$ cat config.mk
export PLATFORM = sky130hd
export DESIGN_NAME = aesctr_ctrl
export DESIGN_NICKNAME = d
export VERILOG_FILES = /design/src/sv/assert_macros.svh /design/src/sv/aesctr_pkg.sv /design/src/sv/aesctr_ctrl.sv
export SDC_FILE = /design/constraint.sdc
export NUM_CORES = 1
export LEC_CHECK = 0
export BUFFER_PORTS_ARGS = -buffer_cell sky130_fd_sc_hd__buf_2
export CORE_AREA = 8 8 45 47
export DETAILED_ROUTE_END_ITERATION = 8
export DIE_AREA = 0 0 53 55
export GPL_ROUTABILITY_DRIVEN = 1
export SETUP_SLACK_MARGIN = 0.5
export SLEW_MARGIN = 20
export SYNTH_ARGS = -nofsm -noshare
export SYNTH_HDL_FRONTEND = slang
export SYNTH_SLANG_ARGS = --single-unit
export TNS_END_PERCENT = 50
$ cat constraint.sdc
create_clock -name clk -period 2.5 [get_ports clk]
set_clock_uncertainty 0.1 [all_clocks]
set_input_delay 0.75 -clock clk [delete_from_list [all_inputs] [get_ports clk]]
set_output_delay 0.75 -clock clk [all_outputs]
set_load 0.005 [all_outputs]
$ cat src/sv/assert_macros.svh
// assertion macros shared by the rtl
`ifndef ASSERT_MACROS_SVH
`define ASSERT_MACROS_SVH
// a implies b at the same edge
`define ASSERT_IMP(lbl, clk, rst_n, a, b) \
	lbl: assert property (@(posedge clk) disable iff (!rst_n) (a) |-> (b)) \
	else $error("assertion failed");
// a implies b at the next edge
`define ASSERT_NEXT(lbl, clk, rst_n, a, b) \
	lbl: assert property (@(posedge clk) disable iff (!rst_n) (a) |=> (b)) \
	else $error("assertion failed");
`endif

$ cat src/sv/aesctr_pkg.sv
// shared types, constants and functions of the aes-128 counter-mode unit
`default_nettype none
package aesctr_pkg;
	localparam logic KIND_START = 1'b0;
	localparam logic KIND_DATA  = 1'b1;
	localparam logic [4:0] FULL_BYTES = 5'd16;
	localparam logic [31:0] CTR_INIT = 32'd2;
	localparam logic CFG_KEY_HIGH = 1'b0;
	localparam logic CFG_KEY_LOW  = 1'b1;

	typedef struct packed {
		logic        kind;
		logic [31:0] iv_high;
		logic [63:0] iv_low;
		logic [63:0] data_high;
		logic [63:0] data_low;
		logic [4:0]  byte_count;
	} in_item_t;

	typedef struct packed {
		logic [63:0] result_high;
		logic [63:0] result_low;
		logic [4:0]  result_bytes;
	} out_item_t;

	// controller to datapath
	typedef struct packed {
		logic key_start;
		logic key_step;
		logic load_iv;
		logic blk_init;
		logic blk_round;
		logic blk_last;
		logic blk_finish;
	} cmd_t;

	typedef struct packed {
		logic [3:0] round;
	} status_t;

	function automatic logic [7:0] sbox(input logic [7:0] a);
		logic [7:0] t [256];
		t = '{
		8'h63,8'h7c,8'h77,8'h7b,8'hf2,8'h6b,8'h6f,8'hc5,8'h30,8'h01,8'h67,8'h2b,8'hfe,8'hd7,8'hab,8'h76,
		8'hca,8'h82,8'hc9,8'h7d,8'hfa,8'h59,8'h47,8'hf0,8'had,8'hd4,8'ha2,8'haf,8'h9c,8'ha4,8'h72,8'hc0,
		8'hb7,8'hfd,8'h93,8'h26,8'h36,8'h3f,8'hf7,8'hcc,8'h34,8'ha5,8'he5,8'hf1,8'h71,8'hd8,8'h31,8'h15,
		8'h04,8'hc7,8'h23,8'hc3,8'h18,8'h96,8'h05,8'h9a,8'h07,8'h12,8'h80,8'he2,8'heb,8'h27,8'hb2,8'h75,
		8'h09,8'h83,8'h2c,8'h1a,8'h1b,8'h6e,8'h5a,8'ha0,8'h52,8'h3b,8'hd6,8'hb3,8'h29,8'he3,8'h2f,8'h84,
		8'h53,8'hd1,8'h00,8'hed,8'h20,8'hfc,8'hb1,8'h5b,8'h6a,8'hcb,8'hbe,8'h39,8'h4a,8'h4c,8'h58,8'hcf,
		8'hd0,8'hef,8'haa,8'hfb,8'h43,8'h4d,8'h33,8'h85,8'h45,8'hf9,8'h02,8'h7f,8'h50,8'h3c,8'h9f,8'ha8,
		8'h51,8'ha3,8'h40,8'h8f,8'h92,8'h9d,8'h38,8'hf5,8'hbc,8'hb6,8'hda,8'h21,8'h10,8'hff,8'hf3,8'hd2,
		8'hcd,8'h0c,8'h13,8'hec,8'h5f,8'h97,8'h44,8'h17,8'hc4,8'ha7,8'h7e,8'h3d,8'h64,8'h5d,8'h19,8'h73,
		8'h60,8'h81,8'h4f,8'hdc,8'h22,8'h2a,8'h90,8'h88,8'h46,8'hee,8'hb8,8'h14,8'hde,8'h5e,8'h0b,8'hdb,
		8'he0,8'h32,8'h3a,8'h0a,8'h49,8'h06,8'h24,8'h5c,8'hc2,8'hd3,8'hac,8'h62,8'h91,8'h95,8'he4,8'h79,
		8'he7,8'hc8,8'h37,8'h6d,8'h8d,8'hd5,8'h4e,8'ha9,8'h6c,8'h56,8'hf4,8'hea,8'h65,8'h7a,8'hae,8'h08,
		8'hba,8'h78,8'h25,8'h2e,8'h1c,8'ha6,8'hb4,8'hc6,8'he8,8'hdd,8'h74,8'h1f,8'h4b,8'hbd,8'h8b,8'h8a,
		8'h70,8'h3e,8'hb5,8'h66,8'h48,8'h03,8'hf6,8'h0e,8'h61,8'h35,8'h57,8'hb9,8'h86,8'hc1,8'h1d,8'h9e,
		8'he1,8'hf8,8'h98,8'h11,8'h69,8'hd9,8'h8e,8'h94,8'h9b,8'h1e,8'h87,8'he9,8'hce,8'h55,8'h28,8'hdf,
		8'h8c,8'ha1,8'h89,8'h0d,8'hbf,8'he6,8'h42,8'h68,8'h41,8'h99,8'h2d,8'h0f,8'hb0,8'h54,8'hbb,8'h16};
		return t[a];
	endfunction

	function automatic logic [7:0] xtime(input logic [7:0] a);
		return {a[6:0], 1'b0} ^ (a[7] ? 8'h1b : 8'h00);
	endfunction

	function automatic logic [7:0] rcon(input logic [3:0] r);
		logic [7:0] v;
		unique case (r)
			4'd1: v = 8'h01;
			4'd2: v = 8'h02;
			4'd3: v = 8'h04;
			4'd4: v = 8'h08;
			4'd5: v = 8'h10;
			4'd6: v = 8'h20;
			4'd7: v = 8'h40;
			4'd8: v = 8'h80;
			4'd9: v = 8'h1b;
			4'd10: v = 8'h36;
			default: v = 8'h00;
		endcase
		return v;
	endfunction
endpackage
`default_nettype wire

$ cat src/sv/aesctr_ctrl.sv
// controller state machine of the counter-mode unit
`default_nettype none
module aesctr_ctrl (
	input  wire logic                 clk,
	input  wire logic                 arst_n,
	input  wire logic                 cfg_we,
	input  wire logic                 in_fire,
	input  wire logic                 in_kind,
	input  wire logic [4:0]           in_count,
	input  wire logic                 out_free,
	input  wire aesctr_pkg::status_t  sts,
	output aesctr_pkg::cmd_t          cmd,
	output logic                      busy
);
	import aesctr_pkg::*;

	typedef enum logic [1:0] {S_IDLE, S_KEY, S_ENC, S_DONE} state_t;
	state_t state_q;
	logic   key_pend_q;

	always_ff @(posedge clk or negedge arst_n) begin
		if (!arst_n) begin
			state_q    <= S_IDLE;
			key_pend_q <= 1'b1;
		end else begin
			if (cfg_we) key_pend_q <= 1'b1;
			unique case (state_q)
				S_IDLE: begin
					if (key_pend_q) begin
						state_q    <= S_KEY;
						key_pend_q <= cfg_we;
					end else if (in_fire && in_kind == KIND_DATA && in_count != 5'd0) begin
						state_q <= S_ENC;
					end
				end
				S_KEY: begin
					if (sts.round == 4'd10) state_q <= S_IDLE;
				end
				S_ENC: begin
					if (sts.round == 4'd10) state_q <= S_DONE;
				end
				S_DONE: begin
					if (out_free) state_q <= S_IDLE;
				end
				default: state_q <= S_IDLE;
			endcase
		end
	end

	always_comb begin
		cmd            = '0;
		cmd.key_start  = state_q == S_IDLE && key_pend_q;
		cmd.key_step   = state_q == S_KEY && sts.round != 4'd10;
		cmd.load_iv    = in_fire && in_kind == KIND_START;
		cmd.blk_init   = state_q == S_IDLE && !key_pend_q && in_fire
			&& in_kind == KIND_DATA && in_count != 5'd0;
		cmd.blk_round  = state_q == S_ENC && sts.round != 4'd10;
		cmd.blk_last   = state_q == S_ENC && sts.round == 4'd9;
		cmd.blk_finish = state_q == S_DONE && out_free;
	end

	assign busy = state_q != S_IDLE || key_pend_q;
endmodule
`default_nettype wire

==> qor.txt <==
Setup crit end kind -> primary output
Critical-path top delay cell -> or4_4
core area -> 1380 µm²
initial DRC count -> 2
via total after detailed routing -> 304
Final HPWL DP -> 660 µm
net count after synthesis -> 44
grt ovf -> 0
EDFF count, synth -> 0
Clock Sinks -> 3
CTS buffer count -> 3
P&R area growth vs syn -> 93.2%
initial antenna violation count -> 0
Worst Tran Pin Value -> 0.194 ns
drt first pass iters -> 4
most numerous cell in the Yosys netlist -> nor2_1
# IOs -> 23
clk buf depth -> 2
Die Span X -> 53 µm
CP Data Arrival Time -> 1.63 ns
final setup fails -> 0
share of the clock period used by the worst path -> 99.3%
die area -> 2920 µm²
via/cell ratio -> 4.28
Fillers -> 154
Highest Clock Rate -> 0.403 GHz
Yosys reg bits -> 3
worst vdd ir -> 0.000167 V
Netlist Area Pre-Place -> 240 µm²
GP Congestion -> 0.618
post-synthesis cell type count -> 20
YS warnings -> 0
placed cell area -> 370 µm²
synth cell count leaders -> nor2_1, nand2_1
Most used DFF post-synth -> dfrtp_1
cell count after synthesis -> 29
Post-synth ARST share -> 100%
Setup crit start kind -> input port
Pwr Density -> 352 nW/µm²
ant diodes -> 0
depth of the most critical reg-to-reg path -> 3
Die Y -> 55 µm
Setup CP Type -> in2out
DRT antenna net count -> 0
Crit Path Max Fanout -> 2
P_leak -> 0.222 nW
Synth top area share -> 20.8%
Initial Util -> 17.4%
Reg clk slew, reported paths -> 0.04 ns
Slew Limit Fails -> 0
# DRC -> 0
Tot GR Track Use -> 5.31%
design area -> 464 µm²
Seq/Total Area, Yosys -> 31.8%
number of global-route vias before repair -> 320
outcome -> complete, no violations
Post-layout nets -> 71
worst skew pair latency -> 0.22 ns
Slew headroom -> 87.1%
CTS tree -> done
top post-synthesis cells by area -> dfrtp_1, dfstp_2, nor2_1, nor3b_1, and4bb_1
largest area contributor in the netlist -> dfrtp_1
Port-buffer cells -> 22
Cell Chain, Critical Path -> buf_6, or4_4, nor2_4, nor2_1, buf_2
Fin Setup TNS -> 0 ns
Root Driver -> clkbuf_4
H-tree lvl count -> 1
drt wl/cell -> 11.0 µm
slowest stage delay, CP -> 0.53 ns
largest net degree at the start of global routing -> 11
final worst path period need -> 2.48 ns
RSZ-0062 raised after global routing -> true
Cell Rows -> 14
Hold Crit Class -> in2async
layout cell share with drive strength beyond 1 -> 67.3%
first-pass GRT wire length -> 1190 µm
post-synthesis average cell area -> 8.28 µm²
wirelength, routed -> 783 µm
Crit path required time -> 1.65 ns
Fin. Hold Viols -> 0
Max-cap violations -> 0
-- final timing paths --
kind	end	slack, ns	startpoint
worst max-delay path	cmd[3]	0.02	in_count[0]
worst min-delay path	state_q[1]	0.22	arst_n
worst max register to register	state_q[1]	1.39	state_q[1]
worst min register to register	key_pend_q	0.43	key_pend_q
max in group asynchronous	key_pend_q	1.89	arst_n
min in group clk	key_pend_q	0.43	key_pend_q
-- cells in the final DEF, fill, tap and decap left out, types with 2 or more instances in the layout --
cell / n
nor2_1: 4
nand2b_1: 2
nand2_1: 3
dfrtp_2: 2
nor3b_2: 2
buf_6: 5
buf_2: 17
buf_4: 2
clkbuf_4: 3
-- routing by layer --
metal	routed length, µm	global-route usage (%)	vias to the layer above
met1	321	5.64	136
met4	20	3.88	0
met3	22	1.34	2
met2	418	8.98	10
met5	0	0	-
li1	-	-	156
-- stage by stage --
step                      util, %  std cells  setup slack [ns]  power [W]  hold slack [ns]
after floorplan                 -         29             0.213  0.0000605            0.354
after global placement       26.8         66           0.00640  0.0000759            0.401
after detailed placement     26.8         66           0.00661  0.0000767            0.407
after CTS                    29.2         71           0.00556   0.000164            0.206
after global routing         33.5         71           -0.0143   0.000178            0.204
final                        33.5         71            0.0179   0.000163            0.215
-- cell families (layout without fill, tap and decap cells) --
| group | after synthesis | in the layout | synth area share, % |
|---|---|---|---|
| flops | 3 | 3 | 31.8 |
| compound gates | 4 | 4 | 12.5 |
| buf+inv | 3 | 29 | 4.69 |
| simple gates | 19 | 19 | 51.0 |
-- final cells by class --
class                   count  area [µm²]  area share, %
clock buffers               4        26.3           5.66
inverters                   1        3.75          0.809
multi-input cells          23         179           38.5
flip-flops and latches      3        78.8           17.0
well taps                  16        20.0           4.31
repair buffers             24         156           33.7
-- sequential cells by signal, summed over array words and instances (netlist names) --
name / cells
state_q: 2
key_pend_q: 1
-- worst max-delay path: cells and delay by family --
| kind | cells | cell delay (ns) |
|---|---|---|
| and+or+nand+nor | 3 | 0.68 |
| buffers and inverters | 2 | 0.21 |
-- what timing repair did --
| action | 4_1_cts | 5_1_grt |
|---|---|---|
| endpoints found under the setup margin | 5 | 7 |
| gates resized for setup | 0 | 12 |
| hold buffers | 0 | 0 |
| pin swaps | 1 | 4 |
| hold endpoints to repair | 0 | 0 |
| buffers inserted | 1 | 0 |
-- where the power goes --
part            total, W  switching [W]  internal, W  leakage, nW
combinational  0.0000294     0.00000943    0.0000200        0.176
sequential     0.0000534     0.00000268    0.0000507       0.0316
clock          0.0000804      0.0000209    0.0000595       0.0150
Note: power is estimated with default switching activity, not from simulation.
